<file path="config.mk">
export PLATFORM = sky130hd
export DESIGN_NAME = motor_fault_debounce_monitor_flat
export DESIGN_NICKNAME = d
export VERILOG_FILES = /design/src/hdl/mfd_pkg.sv /design/src/hdl/mfd_tick_if.sv /design/src/hdl/mfd_fault_if.sv /design/src/hdl/mfd_cfg_if.sv /design/src/hdl/motor_fault_debounce_monitor.sv /design/src/flat_wrapper.sv
export SDC_FILE = /design/constraint.sdc
export NUM_CORES = 1
export LEC_CHECK = 0
export BUFFER_PORTS_ARGS = -buffer_cell sky130_fd_sc_hd__buf_2
export CAP_MARGIN = 0
export CORE_MARGIN = 2
export CORE_UTILIZATION = 55
export DETAILED_ROUTE_END_ITERATION = 8
export HOLD_SLACK_MARGIN = 0.08
export PLACE_DENSITY_LB_ADDON = 0.12
export SYNTH_ARGS = -nofsm -noshare
export SYNTH_HDL_FRONTEND = slang
export SYNTH_SLANG_ARGS = --single-unit
</file>
<file path="constraint.sdc">
create_clock -name clk -period 4.4 [get_ports clk]
set_clock_uncertainty 0.1 [all_clocks]
set_input_delay 0.44 -clock clk [delete_from_list [all_inputs] [get_ports clk]]
set_output_delay 0.44 -clock clk [all_outputs]
set_load 0.01 [all_outputs]
</file>
<file path="src/hdl/mfd_pkg.sv">
// Shared types, constants and the debounce step for the motor fault debounce monitor.
`default_nettype none

package mfd_pkg;

  // Motor modes as carried on the tick channel
  typedef enum logic [1:0] {
    MODE_IDLE   = 2'd0,
    MODE_START  = 2'd1,
    MODE_CLOSED = 2'd2,
    MODE_STOP   = 2'd3
  } mode_t;

  // Configuration register indexes; index 3 addresses nothing
  localparam int unsigned CFG_INDEX_BITS = 2;
  typedef enum logic [CFG_INDEX_BITS-1:0] {
    REG_LOW_SPEED_CURRENT_LIMIT = 2'd0,
    REG_OVER_VOLTAGE_LIMIT      = 2'd1,
    REG_SPEED_SCALE_MAX         = 2'd2
  } cfg_index_t;

  // Register values after reset, before truncation to the configured widths
  localparam int unsigned LOW_SPEED_CURRENT_LIMIT_RESET = 2048;
  localparam int unsigned OVER_VOLTAGE_LIMIT_RESET      = 4095;
  localparam int unsigned SPEED_SCALE_MAX_RESET         = 65535;

  // Thresholds and margins
  localparam int unsigned LOW_SPEED_SCALE         = 200;
  localparam int unsigned LOW_SPEED_OC_LIMIT      = 20;
  localparam int unsigned OVERVOLTAGE_LIMIT_TICKS = 15;
  localparam int unsigned OVERSHOOT_GAP           = 200;
  localparam int unsigned OVERSHOOT_LIMIT_TICKS   = 5;
  localparam int unsigned RUNAWAY_LIMIT_TICKS     = 10;
  localparam int unsigned RUNAWAY_MARGIN          = 100;
  localparam int unsigned START_STALL_TICKS       = 60;
  localparam int unsigned START_OC_LIMIT          = 20;

  // Field and counter widths
  localparam int unsigned TICKS_BITS     = 8;
  localparam int unsigned CNT_BITS       = 5;
  localparam int unsigned LS_OC_CNT_BITS = 5;
  localparam int unsigned OV_CNT_BITS    = 5;
  localparam int unsigned OS_CNT_BITS    = 3;
  localparam int unsigned RA_CNT_BITS    = 4;
  localparam int unsigned ST_OC_CNT_BITS = 5;

  typedef struct packed {
    logic [CNT_BITS-1:0] count;
    logic                fire;
  } deb_t;

  // Debounce step: count while cond holds, else clear; fire and clear past the limit
  function automatic deb_t debounce(input logic [CNT_BITS-1:0] cnt, input logic cond,
                                    input logic [CNT_BITS-1:0] limit);
    deb_t                r;
    logic [CNT_BITS-1:0] inc;
    inc     = cnt + 1'b1;
    r.count = '0;
    r.fire  = 1'b0;
    if (cond) begin
      if (inc > limit) begin
        r.fire = 1'b1;
      end else begin
        r.count = inc;
      end
    end
    return r;
  endfunction

endpackage

`default_nettype wire

</file>
<file path="src/hdl/mfd_tick_if.sv">
// Tick channel: one monitor sample beat with valid/ready.
`default_nettype none

interface mfd_tick_if #(
  parameter int unsigned ADC_BITS   = 12,
  parameter int unsigned SPEED_BITS = 16
) ();
  import mfd_pkg::*;

  logic                  valid;
  logic                  ready;
  mode_t                 mode;
  logic [ADC_BITS-1:0]   current_sample;
  logic [ADC_BITS-1:0]   volt_high_sample;
  logic [ADC_BITS-1:0]   volt_low_sample;
  logic [SPEED_BITS-1:0] ramp_speed;
  logic [SPEED_BITS-1:0] target_speed;
  logic [TICKS_BITS-1:0] start_ticks;

  modport source (
    output valid, mode, current_sample, volt_high_sample, volt_low_sample,
           ramp_speed, target_speed, start_ticks,
    input  ready
  );

  modport sink (
    input  valid, mode, current_sample, volt_high_sample, volt_low_sample,
           ramp_speed, target_speed, start_ticks,
    output ready
  );
endinterface

`default_nettype wire

</file>
<file path="src/hdl/mfd_fault_if.sv">
// Fault channel: one beat of three fault flags per tick, with valid/ready.
`default_nettype none

interface mfd_fault_if ();
  logic valid;
  logic ready;
  logic fault_overcurrent;
  logic fault_overvoltage;
  logic fault_overspeed;

  modport source (
    output valid, fault_overcurrent, fault_overvoltage, fault_overspeed,
    input  ready
  );

  modport sink (
    input  valid, fault_overcurrent, fault_overvoltage, fault_overspeed,
    output ready
  );
endinterface

`default_nettype wire

</file>
<file path="src/hdl/mfd_cfg_if.sv">
// Configuration write channel: register index and data, with valid/ready.
`default_nettype none

interface mfd_cfg_if #(
  parameter int unsigned DATA_BITS = 16
) ();
  import mfd_pkg::*;

  logic                      valid;
  logic                      ready;
  logic [CFG_INDEX_BITS-1:0] index;
  logic [DATA_BITS-1:0]      data;

  modport source (output valid, index, data, input ready);
  modport sink (input valid, index, data, output ready);
endinterface

`default_nettype wire

</file>
<file path="src/hdl/motor_fault_debounce_monitor.sv">
// Motor fault debounce monitor: five debounce counters raising three fault flags per tick.
//
// Use: each beat on the tick channel is one monitor sample (mode, current, the two
// terminal voltages, ramp and target speed, start timer). For every tick beat one
// beat leaves on the fault channel with the over-current, over-voltage and
// over-speed flags for that tick, in order.
// Configuration: the cfg channel writes index 0 (low-speed current limit),
// 1 (over-voltage limit) or 2 (maximum speed scale); other indexes are dropped.
// It is always ready; write only while no tick is in flight.
// Path: an accepted tick is held in the input register, then moves to the fault
// register, which drives the fault beat; the compares and counter updates sit between.
// Throughput: one tick per cycle unless the fault beat stalls; one debounce pass per tick.
// Reset (rst, synchronous): counters clear, registers take their reset limits,
// both stages empty.
// Stall: while the fault beat waits, one more tick is held in the input register;
// the tick channel then drops ready until the fault beat is taken.
`default_nettype none

module motor_fault_debounce_monitor #(
  parameter int unsigned ADC_BITS   = 12,
  parameter int unsigned SPEED_BITS = 16
) (
  input  logic              clk,
  input  logic              rst,
  mfd_tick_if.sink          tick,
  mfd_cfg_if.sink           cfg,
  mfd_fault_if.source       fault
);
  import mfd_pkg::*;

  localparam int unsigned SUM_BITS = SPEED_BITS + 1;

  // Configuration registers
  logic [ADC_BITS-1:0]   low_speed_current_limit;
  logic [ADC_BITS-1:0]   over_voltage_limit;
  logic [SPEED_BITS-1:0] speed_scale_max;

  // Input register stage
  logic                  s1_valid;
  mode_t                 s1_mode;
  logic [ADC_BITS-1:0]   s1_current;
  logic [ADC_BITS-1:0]   s1_volt_high;
  logic [ADC_BITS-1:0]   s1_volt_low;
  logic [SPEED_BITS-1:0] s1_ramp;
  logic [SPEED_BITS-1:0] s1_target;
  logic [TICKS_BITS-1:0] s1_ticks;

  // Debounce counters
  logic [LS_OC_CNT_BITS-1:0] low_speed_oc_count, low_speed_oc_count_next;
  logic [OV_CNT_BITS-1:0]    overvoltage_count, overvoltage_count_next;
  logic [OS_CNT_BITS-1:0]    overshoot_count, overshoot_count_next;
  logic [RA_CNT_BITS-1:0]    runaway_count, runaway_count_next;
  logic [ST_OC_CNT_BITS-1:0] start_oc_count, start_oc_count_next;

  logic out_free;
  logic s1_adv;

  logic                fault_oc_next;
  logic                fault_ov_next;
  logic                fault_os_next;
  logic [ADC_BITS-1:0] volt_diff;
  logic                current_over;
  logic                volt_over;
  logic                runaway_cond;
  logic                overshoot_cond;
  logic                in_start;
  logic                in_closed;
  logic                in_stop;
  deb_t                deb_start_oc;
  deb_t                deb_low_oc;
  deb_t                deb_ov;
  deb_t                deb_runaway;
  deb_t                deb_overshoot;

  // Handshake between the two stages
  assign out_free   = !fault.valid || fault.ready;
  assign s1_adv     = s1_valid && out_free;
  assign tick.ready = !s1_valid || out_free;
  assign cfg.ready  = 1'b1;

  // Take configuration writes
  always_ff @(posedge clk) begin
    if (rst) begin
      low_speed_current_limit <= ADC_BITS'(LOW_SPEED_CURRENT_LIMIT_RESET);
      over_voltage_limit      <= ADC_BITS'(OVER_VOLTAGE_LIMIT_RESET);
      speed_scale_max         <= SPEED_BITS'(SPEED_SCALE_MAX_RESET);
    end else if (cfg.valid) begin
      unique case (cfg.index)
        REG_LOW_SPEED_CURRENT_LIMIT: low_speed_current_limit <= cfg.data[ADC_BITS-1:0];
        REG_OVER_VOLTAGE_LIMIT:      over_voltage_limit      <= cfg.data[ADC_BITS-1:0];
        REG_SPEED_SCALE_MAX:         speed_scale_max         <= cfg.data[SPEED_BITS-1:0];
        default: ;
      endcase
    end
  end

  // Capture the tick beat
  always_ff @(posedge clk) begin
    if (rst) begin
      s1_valid <= 1'b0;
    end else if (tick.ready) begin
      s1_valid <= tick.valid;
    end
  end

  always_ff @(posedge clk) begin
    if (tick.valid && tick.ready) begin
      s1_mode      <= tick.mode;
      s1_current   <= tick.current_sample;
      s1_volt_high <= tick.volt_high_sample;
      s1_volt_low  <= tick.volt_low_sample;
      s1_ramp      <= tick.ramp_speed;
      s1_target    <= tick.target_speed;
      s1_ticks     <= tick.start_ticks;
    end
  end

  // Fault conditions for the held tick
  always_comb begin
    in_start       = (s1_mode == MODE_START);
    in_closed      = (s1_mode == MODE_CLOSED);
    in_stop        = (s1_mode == MODE_STOP);
    volt_diff      = (s1_volt_high > s1_volt_low) ? (s1_volt_high - s1_volt_low) : '0;
    current_over   = (s1_current > low_speed_current_limit);
    volt_over      = (volt_diff >= over_voltage_limit);
    runaway_cond   = ({1'b0, s1_ramp} >
                      ({1'b0, speed_scale_max} + SUM_BITS'(RUNAWAY_MARGIN)));
    overshoot_cond = (s1_target != '0) &&
                     ({1'b0, s1_ramp} >= ({1'b0, s1_target} + SUM_BITS'(OVERSHOOT_GAP)));
  end

  // Debounce steps
  always_comb begin
    deb_start_oc  = debounce(CNT_BITS'(start_oc_count), current_over,
                             CNT_BITS'(START_OC_LIMIT));
    deb_low_oc    = debounce(CNT_BITS'(low_speed_oc_count), current_over,
                             CNT_BITS'(LOW_SPEED_OC_LIMIT));
    deb_ov        = debounce(CNT_BITS'(overvoltage_count), volt_over,
                             CNT_BITS'(OVERVOLTAGE_LIMIT_TICKS));
    deb_runaway   = debounce(CNT_BITS'(runaway_count), runaway_cond,
                             CNT_BITS'(RUNAWAY_LIMIT_TICKS));
    deb_overshoot = debounce(CNT_BITS'(overshoot_count), overshoot_cond,
                             CNT_BITS'(OVERSHOOT_LIMIT_TICKS));
  end

  // Gate counters and flags by mode; skipped checks hold their counters
  always_comb begin
    start_oc_count_next     = start_oc_count;
    low_speed_oc_count_next = low_speed_oc_count;
    overvoltage_count_next  = overvoltage_count;
    runaway_count_next      = runaway_count;
    overshoot_count_next    = overshoot_count;
    fault_oc_next           = 1'b0;
    fault_ov_next           = 1'b0;
    fault_os_next           = 1'b0;
    if (in_start) begin
      start_oc_count_next = deb_start_oc.count[ST_OC_CNT_BITS-1:0];
      fault_oc_next       = deb_start_oc.fire ||
                            (s1_ticks > TICKS_BITS'(START_STALL_TICKS));
    end
    if (in_closed || in_stop) begin
      if (s1_ramp <= SPEED_BITS'(LOW_SPEED_SCALE)) begin
        low_speed_oc_count_next = deb_low_oc.count[LS_OC_CNT_BITS-1:0];
        fault_oc_next           = fault_oc_next || deb_low_oc.fire;
      end
      overvoltage_count_next = deb_ov.count[OV_CNT_BITS-1:0];
      fault_ov_next          = deb_ov.fire;
    end
    if (in_closed || in_start) begin
      runaway_count_next = deb_runaway.count[RA_CNT_BITS-1:0];
      fault_os_next      = deb_runaway.fire;
    end
    if (in_closed) begin
      overshoot_count_next = deb_overshoot.count[OS_CNT_BITS-1:0];
      fault_os_next        = fault_os_next || deb_overshoot.fire;
    end
  end

  // Advance counters as the tick leaves the input register
  always_ff @(posedge clk) begin
    if (rst) begin
      start_oc_count     <= '0;
      low_speed_oc_count <= '0;
      overvoltage_count  <= '0;
      runaway_count      <= '0;
      overshoot_count    <= '0;
    end else if (s1_adv) begin
      start_oc_count     <= start_oc_count_next;
      low_speed_oc_count <= low_speed_oc_count_next;
      overvoltage_count  <= overvoltage_count_next;
      runaway_count      <= runaway_count_next;
      overshoot_count    <= overshoot_count_next;
    end
  end

  // Fault register
  always_ff @(posedge clk) begin
    if (rst) begin
      fault.valid <= 1'b0;
    end else if (out_free) begin
      fault.valid <= s1_valid;
    end
  end

  always_ff @(posedge clk) begin
    if (s1_adv) begin
      fault.fault_overcurrent <= fault_oc_next;
      fault.fault_overvoltage <= fault_ov_next;
      fault.fault_overspeed   <= fault_os_next;
    end
  end

  // Counters never pass their limits
  a_count_bounds: assert property (@(posedge clk) disable iff (rst)
    (start_oc_count <= ST_OC_CNT_BITS'(START_OC_LIMIT)) &&
    (low_speed_oc_count <= LS_OC_CNT_BITS'(LOW_SPEED_OC_LIMIT)) &&
    (overvoltage_count <= OV_CNT_BITS'(OVERVOLTAGE_LIMIT_TICKS)) &&
    (runaway_count <= RA_CNT_BITS'(RUNAWAY_LIMIT_TICKS)) &&
    (overshoot_count <= OS_CNT_BITS'(OVERSHOOT_LIMIT_TICKS)))
    else $error("debounce counter beyond its limit");

  // An idle tick leaves every counter as it was
  a_idle_holds: assert property (@(posedge clk) disable iff (rst)
    s1_adv && (s1_mode == MODE_IDLE) |=>
      $stable(start_oc_count) && $stable(low_speed_oc_count) &&
      $stable(overvoltage_count) && $stable(runaway_count) && $stable(overshoot_count))
    else $error("counter moved on an idle tick");

  // A start stall raises over-current on the very beat it leaves
  a_stall_fires: assert property (@(posedge clk) disable iff (rst)
    s1_adv && (s1_mode == MODE_START) && (s1_ticks > TICKS_BITS'(START_STALL_TICKS)) |=>
      fault.valid && fault.fault_overcurrent)
    else $error("start stall did not raise over-current");

  // Stop mode never flags over-speed
  a_stop_no_speed: assert property (@(posedge clk) disable iff (rst)
    s1_adv && (s1_mode == MODE_STOP) |=> !fault.fault_overspeed)
    else $error("over-speed flagged in stop mode");

endmodule

`default_nettype wire

</file>
<file path="src/flat_wrapper.sv">
// flat-port wrapper written by rule: the top's interface ports become plain ports
module motor_fault_debounce_monitor_flat import mfd_pkg::*;
#(
  parameter int unsigned ADC_BITS   = 12,
  parameter int unsigned SPEED_BITS = 16
)
  (clk, rst, tick_valid, tick_mode, tick_current_sample, tick_volt_high_sample, tick_volt_low_sample, tick_ramp_speed, tick_target_speed, tick_start_ticks, tick_ready, cfg_valid, cfg_index, cfg_data, cfg_ready, fault_valid, fault_fault_overcurrent, fault_fault_overvoltage, fault_fault_overspeed, fault_ready);
  mfd_tick_if #(.ADC_BITS(ADC_BITS), .SPEED_BITS(SPEED_BITS)) tick_i ();
  mfd_cfg_if cfg_i ();
  mfd_fault_if fault_i ();
  input  logic clk;
  input  logic rst;
  input wire logic [$bits(tick_i.valid)-1:0] tick_valid;
  input wire logic [$bits(tick_i.mode)-1:0] tick_mode;
  input wire logic [$bits(tick_i.current_sample)-1:0] tick_current_sample;
  input wire logic [$bits(tick_i.volt_high_sample)-1:0] tick_volt_high_sample;
  input wire logic [$bits(tick_i.volt_low_sample)-1:0] tick_volt_low_sample;
  input wire logic [$bits(tick_i.ramp_speed)-1:0] tick_ramp_speed;
  input wire logic [$bits(tick_i.target_speed)-1:0] tick_target_speed;
  input wire logic [$bits(tick_i.start_ticks)-1:0] tick_start_ticks;
  output wire logic [$bits(tick_i.ready)-1:0] tick_ready;
  input wire logic [$bits(cfg_i.valid)-1:0] cfg_valid;
  input wire logic [$bits(cfg_i.index)-1:0] cfg_index;
  input wire logic [$bits(cfg_i.data)-1:0] cfg_data;
  output wire logic [$bits(cfg_i.ready)-1:0] cfg_ready;
  output wire logic [$bits(fault_i.valid)-1:0] fault_valid;
  output wire logic [$bits(fault_i.fault_overcurrent)-1:0] fault_fault_overcurrent;
  output wire logic [$bits(fault_i.fault_overvoltage)-1:0] fault_fault_overvoltage;
  output wire logic [$bits(fault_i.fault_overspeed)-1:0] fault_fault_overspeed;
  input wire logic [$bits(fault_i.ready)-1:0] fault_ready;
  assign tick_i.valid = tick_valid;
  assign tick_i.mode = tick_mode;
  assign tick_i.current_sample = tick_current_sample;
  assign tick_i.volt_high_sample = tick_volt_high_sample;
  assign tick_i.volt_low_sample = tick_volt_low_sample;
  assign tick_i.ramp_speed = tick_ramp_speed;
  assign tick_i.target_speed = tick_target_speed;
  assign tick_i.start_ticks = tick_start_ticks;
  assign tick_ready = tick_i.ready;
  assign cfg_i.valid = cfg_valid;
  assign cfg_i.index = cfg_index;
  assign cfg_i.data = cfg_data;
  assign cfg_ready = cfg_i.ready;
  assign fault_valid = fault_i.valid;
  assign fault_fault_overcurrent = fault_i.fault_overcurrent;
  assign fault_fault_overvoltage = fault_i.fault_overvoltage;
  assign fault_fault_overspeed = fault_i.fault_overspeed;
  assign fault_i.ready = fault_ready;
  motor_fault_debounce_monitor #(.ADC_BITS(ADC_BITS), .SPEED_BITS(SPEED_BITS)) u_core (.clk(clk), .rst(rst), .tick(tick_i), .cfg(cfg_i), .fault(fault_i));
endmodule
</file>
* Word-level counts from Yosys, hierarchy flattened
Index checks and enable logic that the tools add are counted.
** Operators by class
- Div/mod/pow operators :: 0
- Muxes and demuxes :: 21
- Reductions and logical operators :: 23
- Bitwise gates (word level) :: 0
- Shifts and indexed selects :: 0
- $lt $le $gt $ge :: 12
- Equal/unequal tests :: 5
- $mul :: 0
- Add/subtract/negate cells :: 8
** Operators with widths (count)
- $gt 12x12->1 :: 2
- $mux 5 :: 4
- $mux 6 :: 3
- $add 16x7->17 const B :: 1
- $add 16x8->17 const B :: 1
- $ge 16x17->1 :: 1
- $gt 16x17->1 :: 1
- $le 16x8->1 const B :: 1
- $reduce_and 2->1 :: 8
- $reduce_bool 16->1 :: 1
- $add 5x1->5 const B :: 3
- $ge 12x12->1 :: 1
- $mux 12 :: 1
- $sub 12x12->12 :: 1
- $gt 5x4->1 const B :: 2
- $gt 5x5->1 const B :: 2
- $mux 1 :: 10
- $gt 8x6->1 const B :: 1
- $mux 4 :: 2
- $logic_or 1x1->1 :: 7
- $eq 2x2->1 const B :: 3
- $add 4x1->5 const B :: 1
- $add 3x1->4 const B :: 1
- $eq 2x1->1 const B :: 2
- 6 further kinds :: 9
** Storage, ports and cells
- Output and inout bits :: 6
- Word-level logic and storage cells :: 89
- Memory bits (read-only) :: 0
- Memories :: 0
- Input bits :: 101
- Memory bits (writable) :: 0
- Bits in latches :: 0
- Register bits after elaboration :: 145

* Depth between registers and ports, before layout
- Depth after elaboration :: 9
- Mapped depth :: 17

* Least setup slack after synthesis
No wires, ideal clock.
- Path kind :: reg-to-reg
- Start point :: register u_core.s1_volt_high[2]
- End point :: register u_core.fault.fault_overvoltage, data pin
- Setup slack :: 0.983 ns
- Path buffers :: 1
- Period minus slack after synthesis :: 3.417 ns
- Arrival time :: 3.157 ns
- Library setup time :: 0.160 ns
- Stages on the path, launching flop included :: 14
- Path through :: edfxtp_1 > ha_1 > nor2b_1 > o31a_1 > o41ai_2 > a21oi_2 > a21oi_2 > buf_4 > nor2_1 > ha_1 > nand3_1 > or4_1 > a31oi_2 > nor3b_1
** Between the ends
- Word-level cells in the longest chain between the ends :: 4
** Ends and longest elaborated chain
- start: declaration :: RTL line motor_fault_debounce_monitor.sv:42 : logic [ADC_BITS-1:0] s1_volt_high;
- start signal: assignment :: RTL line motor_fault_debounce_monitor.sv:110 : s1_volt_high <= tick.volt_high_sample;
- $sub 12x12->12 or $gt 12x12->1 (tied branches) :: RTL line motor_fault_debounce_monitor.sv:123 : volt_diff = (s1_volt_high > s1_volt_low) ? (s1_volt_high - s1_volt_low) : '0;
- $mux 12 (*) :: RTL line motor_fault_debounce_monitor.sv:123
- $ge 12x12->1 (*) :: RTL line motor_fault_debounce_monitor.sv:125 : volt_over = (volt_diff >= over_voltage_limit);
- $reduce_and 2->1 (no line) (*)
- end signal: assignment :: RTL line motor_fault_debounce_monitor.sv:208 : fault.fault_overvoltage <= fault_ov_next;
- end: declaration :: RTL line mfd_fault_if.sv:12 : output valid, fault_overcurrent, fault_overvoltage, fault_overspeed,
Mark *: on every way between the ends. The rest lies on a longest branch, timed or not.
A chain may end at the register's enable or synchronous reset.

* Worst setup path after layout
- Start point :: register u_core.s1_volt_low[0]
- End point :: register u_core.fault.fault_overvoltage, data pin
** Between the ends
- Word-level cells in the longest chain between the ends :: 4
** Ends and longest elaborated chain
- start: declaration :: RTL line motor_fault_debounce_monitor.sv:43 : logic [ADC_BITS-1:0] s1_volt_low;
- start signal: assignment :: RTL line motor_fault_debounce_monitor.sv:111 : s1_volt_low <= tick.volt_low_sample;
- $sub 12x12->12 or $gt 12x12->1 (tied branches) :: RTL line motor_fault_debounce_monitor.sv:123
- $mux 12 (*) :: RTL line motor_fault_debounce_monitor.sv:123
- $ge 12x12->1 (*) :: RTL line motor_fault_debounce_monitor.sv:125
- $reduce_and 2->1 (no line) (*)
Marks and branches as above.

==> PnR_summary.wiki <==
{| class="wikitable"
! Metric !! Value
|-
| Core Box Area || 0.0144 sq mm
|-
| Slowest stage cell, crit path || sky130_fd_sc_hd__or4_1
|-
| Most frequent cell on the critical path || sky130_fd_sc_hd__ha_1
|-
| Gp weighted congestion || 0.835
|-
| Power Dens Cells || 354 mW/mm^2
|-
| Number of DRC markers after the initial detailed-route iteration || 485
|-
| Clock input transition at the sequential cells of the worst setup and hold paths || 70 ps
|-
| Part of the total power dissipated in combinational logic || 0.152
|-
| Sequential element share of the synthesized area || 0.462
|-
| Netlist area before placement || 0.00803 sq mm
|-
| RSZ-0062 raised after global routing || false
|-
| Number of failing hold endpoints at the final stage || 0
|-
| Global route total overflow || 0
|-
| Cell count after synthesis || 795
|-
| Sort of element at the end of the critical path || flop
|-
| Router iterations before antenna repair || 5
|-
| Layout fillers || 1,145
|-
| Nets || 1,141
|-
| Antenna diode instance count || 0
|-
| Class of the most critical hold timing path || input port to flop
|-
| Final worst-path cycle share || 0.897
|-
| Syn Area/Cell || 10.1 sq um
|-
| Site row count || 44
|-
| Clock tree from TritonCTS || done
|-
| WP depth || 14
|-
| Global-route wire length before repair || 30,800 microns
|-
| Count of max-cap constraint violations || 0
|-
| Worst hold stages || 1
|-
| Total design power || 0.00349 W
|-
| Data required, critical path || 4560 ps
|-
| Least-Margin Pin Slew || 1340 ps
|-
| Total global-route track usage || 0.244
|-
| Largest stage delay on the critical path || 500 ps
|-
| F_max || 253 MHz
|-
| Count of flip-flops with a built-in enable after synthesis || 81
|-
| Vias in the first global route || 6,682
|-
| Cell at the root of the clock tree || sky130_fd_sc_hd__clkbuf_16
|-
| Number of placed I/O pins || 107
|-
| Detail Placement HPWL || 13,100 microns
|-
| Most used DFF post-synth || sky130_fd_sc_hd__edfxtp_1
|-
| Signed area change from the synthesized netlist to the final layout || 22.8%
|-
| Clock Path Buffers || 2
|-
| Min Tclk post-route || 3950 ps
|-
| Count of final max-slew check failures || 0
|-
| Routed via count divided by cell count || 5.74
|-
| Final ANT Viol Nets || 0
|-
| Synth Area in Adders || 0.130
|-
| Final TNS setup || 0 ps
|-
| Number of buffers added by the clock tree synthesis step || 17
|-
| Die Span Y || 125 microns
|-
| Synthesized-area fraction occupied by ao, oa, aoi and oai cells || 0.151
|-
| Library cells used by synthesis || 78
|-
| Horizontal die dimension || 125 microns
|-
| Clock Power Share || 0.406
|-
| Static power due to leakage || 4.08 nW
|-
| Area of the die || 0.0156 sq mm
|-
| Area share of xor/xnor cells in the synthesized design || 0.0305
|-
| Share of cells above drive strength 1 || 0.169
|-
| Post-DP Area || 0.00869 sq mm
|-
| Count of cells along the worst register-to-register path || 14
|-
| Total of flip-flops plus latches after synthesis || 145
|-
| Part of the total power dissipated in sequential elements || 0.442
|-
| Starting utilization of the core area || 0.557
|-
| Clock tree sinks || 145
|-
| Internal cell power || 0.00254 W
|-
| Total Routed Length || 18,900 microns
|-
| Combinational family with the most area after synthesis || simple AND/OR/NAND/NOR gates
|-
| Outcome || complete, no violations
|-
| CP Data Arrival Time || 4110 ps
|-
| Post-synth net total || 979
|-
| Crit-path max FO || 12
|-
| Normalized max-slew margin || 0.107
|-
| Number of antenna violations at the first check in global routing || 0
|-
| Worst-path cell chain || ha_1 -> fa_1 -> nor2b_1 -> o31a_1 -> o41ai_2 -> a21oi_2 -> a21oi_4 -> or2_1 -> ha_1 -> nand2b_1 -> a2111oi_0 -> or4_1 -> a31oi_2 -> nor3b_1
|-
| Finished layout cell area || 0.00986 sq mm
|-
| DRC Markers || 0
|-
| Number of port buffers || 105
|-
| Multiplexer area fraction after synthesis || 0.00125
|-
| Maximum number of pins on one net before global-route repair || 79
|-
| Insertion delay of the later-clocked pin in the worst-skew pair || 420 ps
|-
| Worst VDD drop || 0.291 mV
|-
| Final count of negative-setup-slack endpoints || 0
|-
| Number of levels the H-tree was split into || 4
|-
| Post-CTS repair timing setup buffer count || 0
|-
| Crit path max-delay family || simple AND/OR/NAND/NOR gates
|-
| Class of the most critical setup path || flop to flop
|-
| Critical path startpoint category || flop
|-
| Worst path bufs/invs || 0
|-
| Sw Pwr || 0.000944 W
|-
| Simple-gate share of the synthesized area || 0.183
|-
| Via count of the routed design || 6,619
|-
| Switching Share || 0.271
|-
| Average wire per cell in the routed design || 16.4 microns
|-
| Proportion of synthesized flip-flops having asynchronous set or reset || 0
|-
| Synth warnings || 0
|}
worst register-to-register path: cells and delay by family, from the launching register on:
| family | cells | cell delay (ps) |
|---|---|---|
| AND/OR/NAND/NOR | 5 | 1280 |
| AO/OA/AOI/OAI | 6 | 1160 |
| flip-flops | 1 | 370 |
| adder cells (fa/ha/maj) | 3 | 910 |
state kept, by name, summed over array words and instances (netlist names), 2 cells and up:
name and count:
u_core.low_speed_oc_count 5, u_core.over_voltage_limit 12, u_core.start_oc_count 5, u_core.runaway_count 4, u_core.s1_current 12, u_core.overshoot_count 3
u_core.s1_volt_high 12, u_core.low_speed_current_limit 12, u_core.s1_ticks 8, u_core.s1_target 16, u_core.s1_ramp 16, u_core.overvoltage_count 5
u_core.s1_volt_low 12, u_core.s1_mode 2, u_core.speed_scale_max 16
kinds of logic after synthesis:
kind of cell,after synthesis
compound gates,169
xor+xnor,28
fa+ha+maj,83
buf+inv,81
flops,145
mux,1
other cells,1
simple gates,287
worst paths after layout:
path	start	end	slack [ps]
hold reg to reg	u_core.low_speed_current_limit[1]	u_core.low_speed_current_limit[1]	360
setup reg to reg	u_core.s1_volt_low[0]	u_core.fault.fault_overvoltage	450
hold / removal	tick_ramp_speed[14]	u_core.s1_ramp[14]	100
setup / recovery	u_core.s1_volt_low[0]	u_core.fault.fault_overvoltage	450
stage by stage:
step	cells	util	setup WS (ps)	hold slack [ps]
after floorplan	795	-	983	336
after global placement	1063	0.603	545	351
after detailed placement	1063	0.603	372	351
after CTS	1135	0.670	339	80.2
after global routing	1154	0.684	170	81.8
final	1154	0.684	454	98.7
cells in the mapped netlist (5+ instances only):
master,instances,area share
sky130_fd_sc_hd__nor2b_1,11,0.0086
sky130_fd_sc_hd__inv_1,58,0.027
sky130_fd_sc_hd__clkbuf_1,17,0.0079
sky130_fd_sc_hd__o21a_1,9,0.0084
sky130_fd_sc_hd__dfxtp_1,64,0.16
sky130_fd_sc_hd__ha_1,82,0.13
sky130_fd_sc_hd__a211o_1,12,0.013
sky130_fd_sc_hd__xnor2_1,17,0.019
sky130_fd_sc_hd__nor3_1,13,0.0081
sky130_fd_sc_hd__nand4_1,15,0.012
sky130_fd_sc_hd__edfxtp_1,81,0.30
sky130_fd_sc_hd__nor2_1,49,0.023
sky130_fd_sc_hd__nand2b_1,8,0.0062
sky130_fd_sc_hd__nor3b_1,11,0.010
sky130_fd_sc_hd__o21ai_0,20,0.012
sky130_fd_sc_hd__nand3_1,29,0.018
sky130_fd_sc_hd__xor2_1,11,0.012
sky130_fd_sc_hd__nand3b_1,14,0.013
sky130_fd_sc_hd__o211ai_1,11,0.010
sky130_fd_sc_hd__a211oi_1,5,0.0047
sky130_fd_sc_hd__a21oi_1,51,0.032
sky130_fd_sc_hd__nor4b_1,6,0.0065
sky130_fd_sc_hd__and2_1,7,0.0055
sky130_fd_sc_hd__o31ai_1,5,0.0047
sky130_fd_sc_hd__a21o_1,6,0.0056
sky130_fd_sc_hd__nor4_1,7,0.0055
sky130_fd_sc_hd__nand2_1,98,0.046
power by group through the flow:
stage	combinational [W]	clock (W)	sequential, W
3_5_place_dp	0.000480	0	0.00157
3_3_place_gp	0.000457	0	0.00157
5_1_grt	0.000593	0.00150	0.00155
2_1_floorplan	0.000344	0	0.00156
6_report	0.000529	0.00142	0.00154
4_1_cts	0.000513	0.00144	0.00154
metal layers:
metal / part of all wire / track usage
met1: 0.41 / 0.281
met2: 0.52 / 0.442
met5: 0 / 0
met4: 0.022 / 0.0895
met3: 0.045 / 0.0571
layout by cell type (no fill, tap or decap), types with 12 or more instances in the layout:
master | netlist | final
sky130_fd_sc_hd__buf_2 | 1 | 105
sky130_fd_sc_hd__nand2_1 | 98 | 98
sky130_fd_sc_hd__ha_1 | 82 | 82
sky130_fd_sc_hd__edfxtp_1 | 81 | 81
sky130_fd_sc_hd__dfxtp_1 | 64 | 64
sky130_fd_sc_hd__dlygate4sd3_1 | 0 | 59
sky130_fd_sc_hd__inv_1 | 58 | 58
sky130_fd_sc_hd__a21oi_1 | 51 | 51
sky130_fd_sc_hd__nor2_1 | 49 | 49
sky130_fd_sc_hd__nand3_1 | 29 | 29
sky130_fd_sc_hd__o21ai_0 | 20 | 20
sky130_fd_sc_hd__xnor2_1 | 17 | 17
sky130_fd_sc_hd__clkbuf_16 | 0 | 17
sky130_fd_sc_hd__nand4_1 | 15 | 15
sky130_fd_sc_hd__nand3b_1 | 14 | 14
sky130_fd_sc_hd__nor3_1 | 13 | 13
sky130_fd_sc_hd__a211o_1 | 12 | 12
final cells by class:
type,count,area [sq um],share of cell area
multi-input cells,569,4000,0.406
well taps,184,230,0.0233
flip-flops and latches,145,3710,0.377
clock buffers,17,425,0.0431
inverters,59,221,0.0225
clock inverters,15,149,0.0151
repair buffers,165,1120,0.114
what timing repair did:
action | CTS | global route
endpoints found under the setup margin | 0 | 1
gates resized for setup | 0 | 1
hold buffers | 40 | 19
hold endpoints to repair | 40 | 19
No activity file was read; power rests on OpenSTA's default activity.
